File: src/rtl/vehicle_can_signal_decoder_assert.svh
// ----------------------------------------------------------------------------
// vehicle can signal decoder assertion macros
// property wrappers for the top rtl file, empty when SYNTH is set
// ----------------------------------------------------------------------------
`ifndef VEHICLE_CAN_SIGNAL_DECODER_ASSERT_SVH
`define VEHICLE_CAN_SIGNAL_DECODER_ASSERT_SVH

`ifndef SYNTH

`define VCSD_ASSERT_IMP(name, clk, rst, pre, post) \
   name: assert property (@(posedge clk) disable iff (rst) (pre) |-> (post)) \
      else $error("vcsd: same-cycle check failed");

`define VCSD_ASSERT_NEXT(name, clk, rst, pre, post) \
   name: assert property (@(posedge clk) disable iff (rst) (pre) |=> (post)) \
      else $error("vcsd: next-cycle check failed");

`else

`define VCSD_ASSERT_IMP(name, clk, rst, pre, post)

`define VCSD_ASSERT_NEXT(name, clk, rst, pre, post)

`endif

`endif

File: src/rtl/vcsd_pkg.sv
// ----------------------------------------------------------------------------
// vcsd_pkg
// types and constants of the vehicle can signal decoder
// ----------------------------------------------------------------------------
`default_nettype none

package vcsd_pkg;

   localparam int unsigned IdWidth    = 11;
   localparam int unsigned LenWidth   = 4;
   localparam int unsigned CsrIdxW    = 3;
   localparam int unsigned CsrDataW   = 16;

   localparam logic [IdWidth-1:0]  TANK_ID_RESET    = 11'd800;
   localparam logic [15:0]         SPEED_GATE_RESET = 16'd832;

   localparam logic [7:0]          RAW_INVALID  = 8'hFF;
   localparam logic signed [15:0]  TEMP_INVALID = 16'sh8000;
   localparam logic [15:0]         TEMP_GAIN    = 16'd75;
   localparam logic [15:0]         TEMP_OFFSET  = 16'd4800;
   localparam logic [7:0]          TANK_MASK    = 8'h7F;

   localparam logic [LenWidth-1:0] LEN_ENGINE  = 4'd8;
   localparam logic [LenWidth-1:0] LEN_SPEED   = 4'd4;
   localparam logic [LenWidth-1:0] LEN_COOLANT = 4'd2;
   localparam logic [LenWidth-1:0] LEN_OIL     = 4'd4;
   localparam logic [LenWidth-1:0] LEN_TANK    = 4'd3;
   localparam logic [LenWidth-1:0] LEN_FUEL    = 4'd4;

   typedef enum logic [CsrIdxW-1:0] {
      CSR_ENGINE_ID    = 3'd0,
      CSR_SPEED_ID     = 3'd1,
      CSR_COOLANT_ID   = 3'd2,
      CSR_OIL_ID       = 3'd3,
      CSR_TANK_ID      = 3'd4,
      CSR_FUEL_ID      = 3'd5,
      CSR_TORQUE_SCALE = 3'd6,
      CSR_SPEED_GATE   = 3'd7
   } csr_index_type;

   typedef struct packed {
      logic [IdWidth-1:0] engine_id;
      logic [IdWidth-1:0] speed_id;
      logic [IdWidth-1:0] coolant_id;
      logic [IdWidth-1:0] oil_id;
      logic [IdWidth-1:0] tank_id;
      logic [IdWidth-1:0] fuel_id;
      logic [15:0]        torque_scale;
      logic [15:0]        speed_gate;
   } cfg_type;

   typedef struct packed {
      logic [IdWidth-1:0]  frame_id;
      logic [LenWidth-1:0] frame_len;
      logic [7:0]          byte1;
      logic [7:0]          byte2;
      logic [7:0]          byte3;
      logic [7:0]          byte5;
      logic [7:0]          byte7;
   } frame_type;

   typedef struct packed {
      logic [13:0]        rpm;
      logic [7:0]         throttle;
      logic [15:0]        torque;
      logic [18:0]        vehicle_speed;
      logic               speed_ok;
      logic signed [15:0] coolant_temp;
      logic signed [15:0] oil_temp;
      logic [6:0]         tank_level;
      logic               tank_ok;
      logic [14:0]        fuel_count;
      logic               fuel_ok;
   } sig_type;

   typedef struct packed {
      logic    accepted;
      sig_type sig;
   } result_type;

   localparam cfg_type CFG_RESET = '{
      engine_id:    '0,
      speed_id:     '0,
      coolant_id:   '0,
      oil_id:       '0,
      tank_id:      TANK_ID_RESET,
      fuel_id:      '0,
      torque_scale: '0,
      speed_gate:   SPEED_GATE_RESET
   };

   localparam sig_type SIG_RESET = '{
      rpm:           '0,
      throttle:      '0,
      torque:        '0,
      vehicle_speed: '0,
      speed_ok:      1'b0,
      coolant_temp:  TEMP_INVALID,
      oil_temp:      TEMP_INVALID,
      tank_level:    '0,
      tank_ok:       1'b0,
      fuel_count:    '0,
      fuel_ok:       1'b0
   };

   function automatic logic signed [15:0] temp_code(input logic [7:0] raw);
      logic [15:0] prod;
      begin
         prod = {8'd0, raw} * TEMP_GAIN;
         if (raw == RAW_INVALID) begin
            temp_code = TEMP_INVALID;
         end else begin
            temp_code = signed'(prod - TEMP_OFFSET);
         end
      end
   endfunction

endpackage

`default_nettype wire

File: src/rtl/vcsd_req_if.sv
// ----------------------------------------------------------------------------
// vcsd_req_if
// frame channel: valid/ready handshake with identifier, length and data bytes
// ----------------------------------------------------------------------------
`default_nettype none

interface vcsd_req_if;
   import vcsd_pkg::*;

   logic                valid;
   logic                ready;
   logic [IdWidth-1:0]  frame_id;
   logic [LenWidth-1:0] frame_len;
   logic [7:0]          byte0;
   logic [7:0]          byte1;
   logic [7:0]          byte2;
   logic [7:0]          byte3;
   logic [7:0]          byte4;
   logic [7:0]          byte5;
   logic [7:0]          byte6;
   logic [7:0]          byte7;

   modport source (
      output valid, frame_id, frame_len,
      output byte0, byte1, byte2, byte3, byte4, byte5, byte6, byte7,
      input  ready
   );

   modport sink (
      input  valid, frame_id, frame_len,
      input  byte0, byte1, byte2, byte3, byte4, byte5, byte6, byte7,
      output ready
   );
endinterface

`default_nettype wire

File: src/rtl/vcsd_rsp_if.sv
// ----------------------------------------------------------------------------
// vcsd_rsp_if
// result channel: valid/ready handshake with accepted flag and stored signals
// ----------------------------------------------------------------------------
`default_nettype none

interface vcsd_rsp_if;
   logic               valid;
   logic               ready;
   logic               accepted;
   logic [13:0]        rpm;
   logic [7:0]         throttle;
   logic [15:0]        torque;
   logic [18:0]        vehicle_speed;
   logic               speed_ok;
   logic signed [15:0] coolant_temp;
   logic signed [15:0] oil_temp;
   logic [6:0]         tank_level;
   logic               tank_ok;
   logic [14:0]        fuel_count;
   logic               fuel_ok;

   modport source (
      output valid, accepted, rpm, throttle, torque, vehicle_speed, speed_ok,
      output coolant_temp, oil_temp, tank_level, tank_ok, fuel_count, fuel_ok,
      input  ready
   );

   modport sink (
      input  valid, accepted, rpm, throttle, torque, vehicle_speed, speed_ok,
      input  coolant_temp, oil_temp, tank_level, tank_ok, fuel_count, fuel_ok,
      output ready
   );
endinterface

`default_nettype wire

File: src/rtl/vcsd_decode.sv
// ----------------------------------------------------------------------------
// vcsd_decode
// identifier match, length check and signal update for one frame
// ----------------------------------------------------------------------------
`default_nettype none

module vcsd_decode (
   input  vcsd_pkg::frame_type frame,
   input  vcsd_pkg::cfg_type   cfg,
   input  vcsd_pkg::sig_type   cur,
   output vcsd_pkg::sig_type   nxt,
   output logic                accepted
);
   import vcsd_pkg::*;

   typedef enum logic [2:0] {
      KIND_ENGINE,
      KIND_SPEED,
      KIND_COOLANT,
      KIND_OIL,
      KIND_TANK,
      KIND_FUEL,
      KIND_NONE
   } kind_type;

   kind_type    kind;
   logic [15:0] word;
   logic [23:0] torque_prod;
   logic [18:0] speed_calc;
   logic [7:0]  gate_req;
   logic [7:0]  gate_forb;
   logic        gate_pass;

   assign word        = {frame.byte3, frame.byte2};
   assign torque_prod = {16'd0, frame.byte7} * {8'd0, cfg.torque_scale};
   assign speed_calc  = {1'b0, word, 2'b00} + {3'd0, word};
   assign gate_req    = cfg.speed_gate[7:0];
   assign gate_forb   = cfg.speed_gate[15:8];
   assign gate_pass   = ((frame.byte1 & gate_req) != 8'd0)
                     && ((frame.byte1 & gate_forb) == 8'd0);

   // first match in priority order
   always_comb begin
      if (frame.frame_id == cfg.engine_id) begin
         kind = KIND_ENGINE;
      end else if (frame.frame_id == cfg.speed_id) begin
         kind = KIND_SPEED;
      end else if (frame.frame_id == cfg.coolant_id) begin
         kind = KIND_COOLANT;
      end else if (frame.frame_id == cfg.oil_id) begin
         kind = KIND_OIL;
      end else if (frame.frame_id == cfg.tank_id) begin
         kind = KIND_TANK;
      end else if (frame.frame_id == cfg.fuel_id) begin
         kind = KIND_FUEL;
      end else begin
         kind = KIND_NONE;
      end
   end

   always_comb begin
      nxt      = cur;
      accepted = 1'b0;
      unique case (kind)
         KIND_ENGINE: begin
            if (frame.frame_len >= LEN_ENGINE) begin
               nxt.rpm      = word[15:2];
               nxt.throttle = frame.byte5;
               nxt.torque   = torque_prod[15:0];
               accepted     = 1'b1;
            end
         end
         KIND_SPEED: begin
            if (frame.frame_len >= LEN_SPEED) begin
               nxt.speed_ok = gate_pass;
               if (gate_pass) begin
                  nxt.vehicle_speed = speed_calc;
               end
               accepted = 1'b1;
            end
         end
         KIND_COOLANT: begin
            if (frame.frame_len >= LEN_COOLANT) begin
               nxt.coolant_temp = temp_code(frame.byte1);
               accepted         = 1'b1;
            end
         end
         KIND_OIL: begin
            if (frame.frame_len >= LEN_OIL) begin
               nxt.oil_temp = temp_code(frame.byte3);
               accepted     = 1'b1;
            end
         end
         KIND_TANK: begin
            if (frame.frame_len >= LEN_TANK) begin
               nxt.tank_level = 7'(frame.byte2 & TANK_MASK);
               nxt.tank_ok    = 1'b1;
               accepted       = 1'b1;
            end
         end
         KIND_FUEL: begin
            if (frame.frame_len >= LEN_FUEL) begin
               nxt.fuel_count = word[14:0];
               nxt.fuel_ok    = 1'b1;
               accepted       = 1'b1;
            end
         end
         default: begin
            accepted = 1'b0;
         end
      endcase
   end

endmodule

`default_nettype wire

File: src/rtl/vehicle_can_signal_decoder.sv
// ----------------------------------------------------------------------------
// vehicle_can_signal_decoder
// decodes received can frames into stored engine, speed, temperature and
// fuel signals; every frame beat returns one result beat
// ----------------------------------------------------------------------------
//  port       dir   handshake        payload
//  req_chan   in    valid / ready    frame_id, frame_len, byte0..byte7
//  rsp_chan   out   valid / ready    accepted and all stored signals
//  csr_*      in    csr_we only      csr_index, csr_wdata
//
//  two register stages: frame register, then decode into the result register
//  one frame beat per cycle sustained while the result side is not stalled;
//  a result beat is valid once its frame has passed both register stages
//  stored signals update as a frame leaves the frame register
//  reset sets stored signals, settings and valid flags to their defaults
//  a stalled result stage holds the frame register; req ready drops only then
// ----------------------------------------------------------------------------
`default_nettype none

`include "vehicle_can_signal_decoder_assert.svh"

module vehicle_can_signal_decoder (
   input  wire logic                    clock,
   input  wire logic                    reset,
   vcsd_req_if.sink                     req_chan,
   vcsd_rsp_if.source                   rsp_chan,
   input  wire logic                    csr_we,
   input  wire logic [vcsd_pkg::CsrIdxW-1:0]  csr_index,
   input  wire logic [vcsd_pkg::CsrDataW-1:0] csr_wdata
);
   import vcsd_pkg::*;

   cfg_type    cfg_ff, cfg_in;
   frame_type  frame_ff, frame_in;
   logic       stage_ff, stage_in;
   result_type res_ff, res_in;
   logic       out_ff, out_in;
   sig_type    state_ff, state_in;

   sig_type    dec_sig;
   logic       dec_acc;
   logic       req_take;
   logic       advance;

   vcsd_decode u_decode (
      .frame    (frame_ff),
      .cfg      (cfg_ff),
      .cur      (state_ff),
      .nxt      (dec_sig),
      .accepted (dec_acc)
   );

   assign advance        = stage_ff && (!out_ff || rsp_chan.ready);
   assign req_chan.ready = !stage_ff || advance;
   assign req_take       = req_chan.valid && req_chan.ready;

   always_comb begin
      cfg_in = cfg_ff;
      if (csr_we) begin
         unique case (csr_index_type'(csr_index))
            CSR_ENGINE_ID:    cfg_in.engine_id    = csr_wdata[IdWidth-1:0];
            CSR_SPEED_ID:     cfg_in.speed_id     = csr_wdata[IdWidth-1:0];
            CSR_COOLANT_ID:   cfg_in.coolant_id   = csr_wdata[IdWidth-1:0];
            CSR_OIL_ID:       cfg_in.oil_id       = csr_wdata[IdWidth-1:0];
            CSR_TANK_ID:      cfg_in.tank_id      = csr_wdata[IdWidth-1:0];
            CSR_FUEL_ID:      cfg_in.fuel_id      = csr_wdata[IdWidth-1:0];
            CSR_TORQUE_SCALE: cfg_in.torque_scale = csr_wdata;
            CSR_SPEED_GATE:   cfg_in.speed_gate   = csr_wdata;
            default:          cfg_in = cfg_ff;
         endcase
      end
   end

   always_comb begin
      frame_in.frame_id  = req_chan.frame_id;
      frame_in.frame_len = req_chan.frame_len;
      frame_in.byte1     = req_chan.byte1;
      frame_in.byte2     = req_chan.byte2;
      frame_in.byte3     = req_chan.byte3;
      frame_in.byte5     = req_chan.byte5;
      frame_in.byte7     = req_chan.byte7;
   end

   always_comb begin
      stage_in = req_take || (stage_ff && !advance);
      out_in   = advance || (out_ff && !rsp_chan.ready);
      state_in = advance ? dec_sig : state_ff;
      res_in   = '{accepted: dec_acc, sig: dec_sig};
   end

   always_ff @(posedge clock) begin
      if (reset) begin
         cfg_ff   <= CFG_RESET;
         stage_ff <= 1'b0;
         out_ff   <= 1'b0;
         state_ff <= SIG_RESET;
      end else begin
         cfg_ff   <= cfg_in;
         stage_ff <= stage_in;
         out_ff   <= out_in;
         state_ff <= state_in;
      end
   end

   always_ff @(posedge clock) begin
      if (req_take) begin
         frame_ff <= frame_in;
      end
      if (advance) begin
         res_ff <= res_in;
      end
   end

   assign rsp_chan.valid         = out_ff;
   assign rsp_chan.accepted      = res_ff.accepted;
   assign rsp_chan.rpm           = res_ff.sig.rpm;
   assign rsp_chan.throttle      = res_ff.sig.throttle;
   assign rsp_chan.torque        = res_ff.sig.torque;
   assign rsp_chan.vehicle_speed = res_ff.sig.vehicle_speed;
   assign rsp_chan.speed_ok      = res_ff.sig.speed_ok;
   assign rsp_chan.coolant_temp  = res_ff.sig.coolant_temp;
   assign rsp_chan.oil_temp      = res_ff.sig.oil_temp;
   assign rsp_chan.tank_level    = res_ff.sig.tank_level;
   assign rsp_chan.tank_ok       = res_ff.sig.tank_ok;
   assign rsp_chan.fuel_count    = res_ff.sig.fuel_count;
   assign rsp_chan.fuel_ok       = res_ff.sig.fuel_ok;

   // a decoded frame always lands in the result register
   `VCSD_ASSERT_NEXT(a_advance_fills, clock, reset, advance, out_ff)
   // a pending result beat always mirrors the stored signals
   `VCSD_ASSERT_IMP(a_result_matches_state, clock, reset, out_ff, res_ff.sig == state_ff)
   // a rejected frame leaves the stored signals alone
   `VCSD_ASSERT_NEXT(a_reject_keeps_state, clock, reset, advance && !dec_acc,
                     state_ff == $past(state_ff))
   // tank and fuel flags only ever set
   `VCSD_ASSERT_NEXT(a_tank_ok_sticky, clock, reset, state_ff.tank_ok, state_ff.tank_ok)
   `VCSD_ASSERT_NEXT(a_fuel_ok_sticky, clock, reset, state_ff.fuel_ok, state_ff.fuel_ok)

endmodule

`default_nettype wire

File: src/flat_wrapper.sv
// flat-port wrapper written by rule: the top's interface ports become plain ports
module vehicle_can_signal_decoder_flat import vcsd_pkg::*;
  (clock, reset, csr_we, csr_index, csr_wdata, req_chan_valid, req_chan_frame_id, req_chan_frame_len, req_chan_byte0, req_chan_byte1, req_chan_byte2, req_chan_byte3, req_chan_byte4, req_chan_byte5, req_chan_byte6, req_chan_byte7, req_chan_ready, rsp_chan_valid, rsp_chan_accepted, rsp_chan_rpm, rsp_chan_throttle, rsp_chan_torque, rsp_chan_vehicle_speed, rsp_chan_speed_ok, rsp_chan_coolant_temp, rsp_chan_oil_temp, rsp_chan_tank_level, rsp_chan_tank_ok, rsp_chan_fuel_count, rsp_chan_fuel_ok, rsp_chan_ready);
  vcsd_req_if req_chan_i ();
  vcsd_rsp_if rsp_chan_i ();
  input  wire logic clock;
  input  wire logic reset;
  input  wire logic csr_we;
  input  wire logic [vcsd_pkg::CsrIdxW-1:0] csr_index;
  input  wire logic [vcsd_pkg::CsrDataW-1:0] csr_wdata;
  input wire logic [$bits(req_chan_i.valid)-1:0] req_chan_valid;
  input wire logic [$bits(req_chan_i.frame_id)-1:0] req_chan_frame_id;
  input wire logic [$bits(req_chan_i.frame_len)-1:0] req_chan_frame_len;
  input wire logic [$bits(req_chan_i.byte0)-1:0] req_chan_byte0;
  input wire logic [$bits(req_chan_i.byte1)-1:0] req_chan_byte1;
  input wire logic [$bits(req_chan_i.byte2)-1:0] req_chan_byte2;
  input wire logic [$bits(req_chan_i.byte3)-1:0] req_chan_byte3;
  input wire logic [$bits(req_chan_i.byte4)-1:0] req_chan_byte4;
  input wire logic [$bits(req_chan_i.byte5)-1:0] req_chan_byte5;
  input wire logic [$bits(req_chan_i.byte6)-1:0] req_chan_byte6;
  input wire logic [$bits(req_chan_i.byte7)-1:0] req_chan_byte7;
  output wire logic [$bits(req_chan_i.ready)-1:0] req_chan_ready;
  output wire logic [$bits(rsp_chan_i.valid)-1:0] rsp_chan_valid;
  output wire logic [$bits(rsp_chan_i.accepted)-1:0] rsp_chan_accepted;
  output wire logic [$bits(rsp_chan_i.rpm)-1:0] rsp_chan_rpm;
  output wire logic [$bits(rsp_chan_i.throttle)-1:0] rsp_chan_throttle;
  output wire logic [$bits(rsp_chan_i.torque)-1:0] rsp_chan_torque;
  output wire logic [$bits(rsp_chan_i.vehicle_speed)-1:0] rsp_chan_vehicle_speed;
  output wire logic [$bits(rsp_chan_i.speed_ok)-1:0] rsp_chan_speed_ok;
  output wire logic [$bits(rsp_chan_i.coolant_temp)-1:0] rsp_chan_coolant_temp;
  output wire logic [$bits(rsp_chan_i.oil_temp)-1:0] rsp_chan_oil_temp;
  output wire logic [$bits(rsp_chan_i.tank_level)-1:0] rsp_chan_tank_level;
  output wire logic [$bits(rsp_chan_i.tank_ok)-1:0] rsp_chan_tank_ok;
  output wire logic [$bits(rsp_chan_i.fuel_count)-1:0] rsp_chan_fuel_count;
  output wire logic [$bits(rsp_chan_i.fuel_ok)-1:0] rsp_chan_fuel_ok;
  input wire logic [$bits(rsp_chan_i.ready)-1:0] rsp_chan_ready;
  assign req_chan_i.valid = req_chan_valid;
  assign req_chan_i.frame_id = req_chan_frame_id;
  assign req_chan_i.frame_len = req_chan_frame_len;
  assign req_chan_i.byte0 = req_chan_byte0;
  assign req_chan_i.byte1 = req_chan_byte1;
  assign req_chan_i.byte2 = req_chan_byte2;
  assign req_chan_i.byte3 = req_chan_byte3;
  assign req_chan_i.byte4 = req_chan_byte4;
  assign req_chan_i.byte5 = req_chan_byte5;
  assign req_chan_i.byte6 = req_chan_byte6;
  assign req_chan_i.byte7 = req_chan_byte7;
  assign req_chan_ready = req_chan_i.ready;
  assign rsp_chan_valid = rsp_chan_i.valid;
  assign rsp_chan_accepted = rsp_chan_i.accepted;
  assign rsp_chan_rpm = rsp_chan_i.rpm;
  assign rsp_chan_throttle = rsp_chan_i.throttle;
  assign rsp_chan_torque = rsp_chan_i.torque;
  assign rsp_chan_vehicle_speed = rsp_chan_i.vehicle_speed;
  assign rsp_chan_speed_ok = rsp_chan_i.speed_ok;
  assign rsp_chan_coolant_temp = rsp_chan_i.coolant_temp;
  assign rsp_chan_oil_temp = rsp_chan_i.oil_temp;
  assign rsp_chan_tank_level = rsp_chan_i.tank_level;
  assign rsp_chan_tank_ok = rsp_chan_i.tank_ok;
  assign rsp_chan_fuel_count = rsp_chan_i.fuel_count;
  assign rsp_chan_fuel_ok = rsp_chan_i.fuel_ok;
  assign rsp_chan_i.ready = rsp_chan_ready;
  vehicle_can_signal_decoder u_core (.clock(clock), .reset(reset), .req_chan(req_chan_i), .rsp_chan(rsp_chan_i), .csr_we(csr_we), .csr_index(csr_index), .csr_wdata(csr_wdata));
endmodule
File: config.mk
export PLATFORM = sky130hd
export DESIGN_NAME = vehicle_can_signal_decoder_flat
export DESIGN_NICKNAME = d
export VERILOG_FILES = /design/src/rtl/vcsd_pkg.sv /design/src/rtl/vcsd_req_if.sv /design/src/rtl/vcsd_rsp_if.sv /design/src/rtl/vcsd_decode.sv /design/src/rtl/vehicle_can_signal_decoder.sv /design/src/flat_wrapper.sv
export VERILOG_INCLUDE_DIRS = /design/src /design/src/rtl
export SDC_FILE = /design/constraint.sdc
export NUM_CORES = 1
export LEC_CHECK = 0
export BUFFER_PORTS_ARGS = -buffer_cell sky130_fd_sc_hd__buf_2
export CORE_AREA = 4 4 187 262
export CTS_CLUSTER_DIAMETER = 200
export CTS_CLUSTER_SIZE = 20
export DETAILED_ROUTE_END_ITERATION = 8
export DIE_AREA = 0 0 191 266
export RECOVER_POWER = 25
export SLEW_MARGIN = 20
export SYNTH_ARGS = -nofsm -noshare
export SYNTH_HDL_FRONTEND = slang
export SYNTH_SLANG_ARGS = --single-unit
File: constraint.sdc
create_clock -name clock -period 7.5 [get_ports clock]
set_input_delay 2.25 -clock clock [delete_from_list [all_inputs] [get_ports clock]]
set_output_delay 2.25 -clock clock [all_outputs]
set_load 0.02 [all_outputs]
==> flow_summary.ini, run 1 <==
[grt]
grt-ovfl-total = 0
grt_max_degree = 88
grtUsageTotal = 0.196
grt_pass1_wl_mm = 80.6
antenna_found_initial = 0
grt_pass1_vias = 15000

[clocking]
clkLatencyLatePin_ns = 0.56
cts-resized-gates = 0
cts_tree = built
post_cts_buffers = 0
clk_pin_slew_ns = 0.10
htree_num_levels = 1
clockBufferDepth = 3
numCtsBuffers = 23
ctsHoldBuffers = 0
ctsRootBufferMaster = clkbuf_16
cts_sinks = 384

[place]
gp_congestion = 0.841
io_buffer_count = 195
post_dp_cell_area_sq_um = 22200
dp_hpwl_mm = 35.6

[floorplan]
ioPinCount = 220
die_area_sq_um = 50800
core_sq_um = 46700
num_rows = 94
initial_core_util = 0.446
die-width_microns = 191
die_y_microns = 266

[worst_hold_path]
whs_path_depth = 2
min_from = u_core.state_ff[69]
hold_path.class = flop to flop
min_to = u_core.state_ff[69]

[worst_setup_path]
rr_endpoint = u_core.state_ff[90]
worst_path_max_delay_cell = clkbuf_1
cp_top_family = buffers and inverters
start_kind = input port
crit_fanout = 87
reg2reg_slack_ns = 2.69
crit_path_end_kind = flop
crit_type = input port to flop
crit_required_ns = 7.97
critPathBufInv = 2
critPathMaxStageDelay_ns = 2.91
cp_cell_sequence = buf_6, clkbuf_1, nor3_1, a32o_1
reg2reg_depth = 14
worstPathArrival_ns = 6.17
rr_startpoint = u_core.frame_ff[2]

[finish]
syn_to_final_growth_pct = 9.73
final_area_sq_um = 22800
final_core_util = 0.489
fill_cells = 4393
fin_nets = 2510
drive_gt1_frac = 0.127
antenna_cells = 0

[logic_synthesis]
syn_area_per_cell_sq_um = 10.0
synth_seq_cells = 384
synth_area_leader_cell = edfxtp_1
synth_nets = 2389
postSynth.asyncResetShare = 0
synth_edf_count = 170
ys.flop_type = dfxtp_1
yosys.area.top_type_share = 0.245
synth_cells = 2081
yosysWarningCount = 0
ys_seq_area_frac = 0.451
synth_cell_type_count = 65
syn-cell-area_sq_um = 20800
yosys-top-cells-area = edfxtp_1, dfxtp_1, fa_1

[detailed_routing]
vias = 14900
drt-pass1-iter-count = 5
drt_wl_total_mm = 50.2
drtIter0Drc = 921
drtAntennaViolNets = 0
remaining_drc_errors = 0
wl_per_cell_microns = 17.6
viasPerCell = 5.26

[timing]
period_share = 0.760
setup_viol = 0
setup-tns-final_ns = 0
fmax_mhz = 176
worst_pin_slew_ns = 4.09
slew_violations = 202
rsz0062_at_grt = no
skew_ns = 0.0369
slew_headroom = -1.73
hold_viol = 0
min_period_ns = 5.70
holdWs_ns = 0.451

[pwr]
powerDensity_nw_per_um2 = 191
peakVddDrop_mv = 0.173
p_total_mw = 4.36
leakage_nw = 9.54

[run_status]
status = complete, but fails checks
failed_checks = capacitance limit, slew limit

[flow_run]
cap_violations = 3
[cell usage after synthesis, types with 6 or more instances]
library cell	count
mux2i_1	22
nand3_1	34
xor2_1	57
nor3_1	21
nor4_1	10
and2_1	75
o21bai_1	6
dfxtp_1	214
a21o_1	14
buf_2	20
o21ai_0	55
a22oi_1	6
nor2b_1	19
clkbuf_2	11
nand2_1	376
or3_1	8
edfxtp_1	170
ha_1	124
a21oi_1	186
a22o_1	26
and3_1	15
nand4_1	12
clkbuf_1	67
inv_1	147
o21a_1	17
nand2b_1	9
a32o_1	10
fa_1	81
xnor2_1	60
mux2_2	61
nor2_1	68
buf_1	9
[layout make-up]
class | instances | area, sq um | share of cell area
Inverter | 147 | 557 | 0.0244
Tap cell | 624 | 781 | 0.0342
Clock inverter | 2 | 25.0 | 0.00110
Timing Repair Buffer | 207 | 1040 | 0.0457
Clock buffer | 40 | 639 | 0.0280
Sequential cell | 384 | 9390 | 0.411
Multi-Input combinational cell | 1439 | 10400 | 0.456
[per-stage QoR]
| stage | setup WS (ns) | std cells |
|---|---|---|
| 3_5_place_dp | 2.43 | 2801 |
| 5_1_grt | 1.43 | 2843 |
| 2_1_floorplan | 0.633 | 2081 |
| 4_1_cts | 2.42 | 2843 |
| 3_3_place_gp | 2.47 | 2801 |
| 6_report | 1.80 | 2843 |
[kinds of logic (layout without fill, tap and decap cells)]
| family | count (synthesis) | count (layout) | share of synthesized area |
|---|---|---|---|
| xor gates and xnor gates | 118 | 118 | 0.0503 |
| and+or+nand+nor | 663 | 663 | 0.144 |
| buffers and inverters | 258 | 396 | 0.0494 |
| adders and majority gates | 205 | 205 | 0.152 |
| DFF | 384 | 384 | 0.451 |
| AOI/OAI and AO/OA | 370 | 370 | 0.109 |
| muxes | 83 | 83 | 0.0436 |
[sequential cells by signal, indices dropped and copies added (netlist names)]
register,count
u_core.cfg_ff,98
u_core.frame_ff,55
u_core.rsp_chan.accepted,1
u_core.rsp_chan.coolant_temp,16
u_core.rsp_chan.fuel_count,15
u_core.rsp_chan.fuel_ok,1
u_core.rsp_chan.oil_temp,16
u_core.rsp_chan.rpm,14
u_core.rsp_chan.speed_ok,1
u_core.rsp_chan.tank_level,7
u_core.rsp_chan.tank_ok,1
u_core.rsp_chan.throttle,8
u_core.rsp_chan.torque,16
u_core.rsp_chan.valid,1
u_core.rsp_chan.vehicle_speed,19
u_core.stage_ff,1
u_core.state_ff,114
[cells in the final DEF, fill, tap and decap left out, types with 19 or more instances in the layout]
cell | synthesis | layout
nor3_1 | 21 | 21
xnor2_1 | 60 | 60
clkbuf_1 | 67 | 30
buf_2 | 20 | 186
clkbuf_16 | 0 | 23
ha_1 | 124 | 124
mux2i_1 | 22 | 22
xor2_1 | 57 | 57
inv_1 | 147 | 146
o21ai_0 | 55 | 55
nand3_1 | 34 | 34
dfxtp_1 | 214 | 214
a22o_1 | 26 | 26
nor2_1 | 68 | 66
nand2_1 | 376 | 376
and2_1 | 75 | 73
edfxtp_1 | 170 | 170
mux2_1 | 0 | 19
a21oi_1 | 186 | 186
fa_1 | 81 | 81
nor2b_1 | 19 | 19
mux2_2 | 61 | 42
[how the worst max path moves through the flow]
stage | from | end | slack, ns | cells past startpoint
final | reset | u_core.state_ff[24] | 1.80 | 4
after global routing | reset | u_core.state_ff[24] | 1.43 | 4
after CTS | rsp_chan_ready | req_chan_ready | 2.42 | 4
after detailed placement | rsp_chan_ready | req_chan_ready | 2.43 | 4
after global placement | rsp_chan_ready | req_chan_ready | 2.47 | 4
after floorplan | rsp_chan_ready | u_core.rsp_chan.accepted | 0.63 | 6
[per-layer routing]
layer / wire length (microns) / global-route usage / vias up / share of wire
met5: 0 / 0 / - / 0
met4: 1230 / 0.0499 / 0 / 0.025
met3: 2470 / 0.0231 / 66 / 0.049
met2: 24700 / 0.342 / 336 / 0.49
met1: 21800 / 0.260 / 7267 / 0.43
li1: - / - / 7279 / -
[power by group]
part           switching, mW  internal (mW)
clock network          0.705          0.590
logic                  0.464          0.298
registers             0.0659           2.24
total                   1.23           3.12
[worst reg2reg max path, cell delays in order (launching register included)]
cell	delay, ns
edfxtp_1	0.61
and2_1	0.29
fa_1	0.45
fa_1	0.49
inv_1	0.05
fa_1	0.49
fa_1	0.49
inv_1	0.04
ha_1	0.30
inv_1	0.08
o21ai_0	0.36
nand4_1	0.18
a311o_1	0.38
or4_1	0.47
nand3_1	0.09
Note: power is estimated with default switching activity, not from simulation.
==> inputs of run 2 (changes only) <==
==> constraint.sdc (replaced) <==
create_clock -name clock -period 5.5 [get_ports clock]
set_input_delay 1.65 -clock clock [delete_from_list [all_inputs] [get_ports clock]]
set_output_delay 1.65 -clock clock [all_outputs]
set_load 0.02 [all_outputs]
==> run 2 against run 1 <==
Effect of this change:
- the run still ends with capacitance limit, slew limit left
- sequential share of layout area fell by 0.094 points
- clock power is 36% higher
- setup slack got worse by 1.2 ns
- non-clock buffer count up 5
- first-iteration DRC count fell by 17%
- register-to-register slack lost 2.1 ns
- clock-buffer cell count unchanged
- critical path depth up 10
- global-route usage is essentially flat
==> flow_summary.ini, run 2 (synthesis results as in run 1) <==
[pwr]
seqPwrFrac = 0.528
clock_power_share = 0.296
leakage_nw = 9.56
power_frac_comb = 0.176
internal_power_mw = 4.26
switching_share = 0.282
powerDensity_nw_per_um2 = 259
peakVddDrop_mv = 0.252
p_total_mw = 5.94
switching_power_mw = 1.68

[worst_setup_path]
worst_path_most_repeated_cell = fa_1
crit_required_ns = 6.00
crit_path_end_kind = flop
worst_path_max_delay_cell = edfxtp_1
critPathMaxStageDelay_ns = 0.61
crit_fanout = 14
start_kind = flop
reg2reg_depth = 14
worstPathArrival_ns = 5.41
cp_cell_sequence = and2_1, fa_1, fa_1, inv_1, fa_1, fa_1, inv_1, ha_1, inv_1, o21ai_0, nand4_1, a311o_1, or4_1, nand3_1
crit_type = flop to flop

[floorplan]
num_rows = 94
die_area_sq_um = 50800
die_y_microns = 266
core_sq_um = 46700
die-width_microns = 191
initial_core_util = 0.446
ioPinCount = 220

[timing]
min_period_ns = 4.90
slew_violations = 176
worst_pin_slew_ns = 3.03
setup-tns-final_ns = 0
setup_viol = 0
period_share = 0.892
skew_ns = 0.0284
rsz0062_at_grt = no
fmax_mhz = 204
hold_viol = 0
slew_headroom = -1.02

[grt]
grt_pass1_vias = 14900
grt-ovfl-total = 0
antenna_found_initial = 0
grt_pass1_wl_mm = 80.0
grtUsageTotal = 0.196
grt_max_degree = 112

[detailed_routing]
drt-pass1-iter-count = 6
drt_wl_total_mm = 50.5
drtIter0Drc = 766
remaining_drc_errors = 0
viasPerCell = 5.23
wl_per_cell_microns = 17.7
vias = 14900
drtAntennaViolNets = 0

[finish]
drive_gt1_frac = 0.140
largest_reg_flops = 114
syn_to_final_growth_pct = 9.98
reg_top3 = u_core.state_ff: 114 flops, u_core.cfg_ff: 98 flops, u_core.frame_ff: 55 flops
final_common_cell = nand2_1
final_core_util = 0.490
fill_cells = 4403
layout_common_cells = nand2_1, dfxtp_1, buf_2
antenna_cells = 0
fin_nets = 2515
largest-register = u_core.state_ff

[clocking]
post_cts_buffers = 0
clockBufferDepth = 3
ctsHoldBuffers = 0
ctsRootBufferMaster = clkbuf_16
htree_num_levels = 1
numCtsBuffers = 23
cts-resized-gates = 0
clk_pin_slew_ns = 0.09
cts_sinks = 384
cts_tree = built
clkLatencyLatePin_ns = 0.56

[flow_run]
cap_violations = 3

[place]
io_buffer_count = 195
gp_congestion = 0.849
dp_hpwl_mm = 36.2

[worst_hold_path]
whs_path_depth = 2
hold_path.class = flop to flop

[run_status]
status = complete, but fails checks
failed_checks = capacitance limit, slew limit
## run 2: final cells by class
cell class	instances	area (sq um)	area share
inverter	147	557	0.0243
sequential	384	9390	0.410
clock buffer	40	639	0.0279
timing repair buffer	212	1080	0.0473
tap	624	781	0.0341
multi-input combinational	1439	10400	0.455
clock inverter	2	25.0	0.00109
## run 2: power groups by stage
stage               logic (mW)  registers [mW]  clock network [mW]
floorplan                0.748            3.19                   0
global placement          1.03            3.20                   0
detailed placement        1.05            3.20                   0
CTS                       1.06            3.14                1.83
global route              1.19            3.14                1.92
finish                    1.05            3.13                1.75
## run 2: worst paths after layout
path	from	end	slack (ns)
hold reg to reg	u_core.state_ff[96]	u_core.state_ff[96]	0.45
setup reg to reg	u_core.frame_ff[2]	u_core.state_ff[90]	0.60
hold / removal	u_core.state_ff[96]	u_core.state_ff[96]	0.45
setup / recovery	u_core.frame_ff[2]	u_core.state_ff[90]	0.60
## run 2: layer usage
| metal | vias to the layer above | GRT usage | share of wire |
|---|---|---|---|
| met4 | 0 | 0.0522 | 0.025 |
| li1 | 7296 | - | - |
| met1 | 7193 | 0.253 | 0.42 |
| met2 | 337 | 0.344 | 0.50 |
| met3 | 65 | 0.0286 | 0.053 |
| met5 | - | 0 | 0 |
## run 2: per-stage QoR
step	hold slack, ns	std cells	cell area [sq um]	setup slack [ns]
after floorplan	0.426	2081	20800	0.901
after global placement	0.434	2806	22300	0.736
after detailed placement	0.443	2806	22300	0.652
after CTS	0.455	2848	22900	0.595
after global routing	0.470	2848	22900	0.343
final	0.454	2848	22900	0.596
## run 2: worst max-delay path: cells and delay by family (launching register included)
family / cells / cell delay (ns)
adders and majority gates: 5 / 2.25
and+or+nand+nor: 4 / 1.04
AOI/OAI and AO/OA: 2 / 0.77
DFF: 1 / 0.61
buffers and inverters: 3 / 0.18
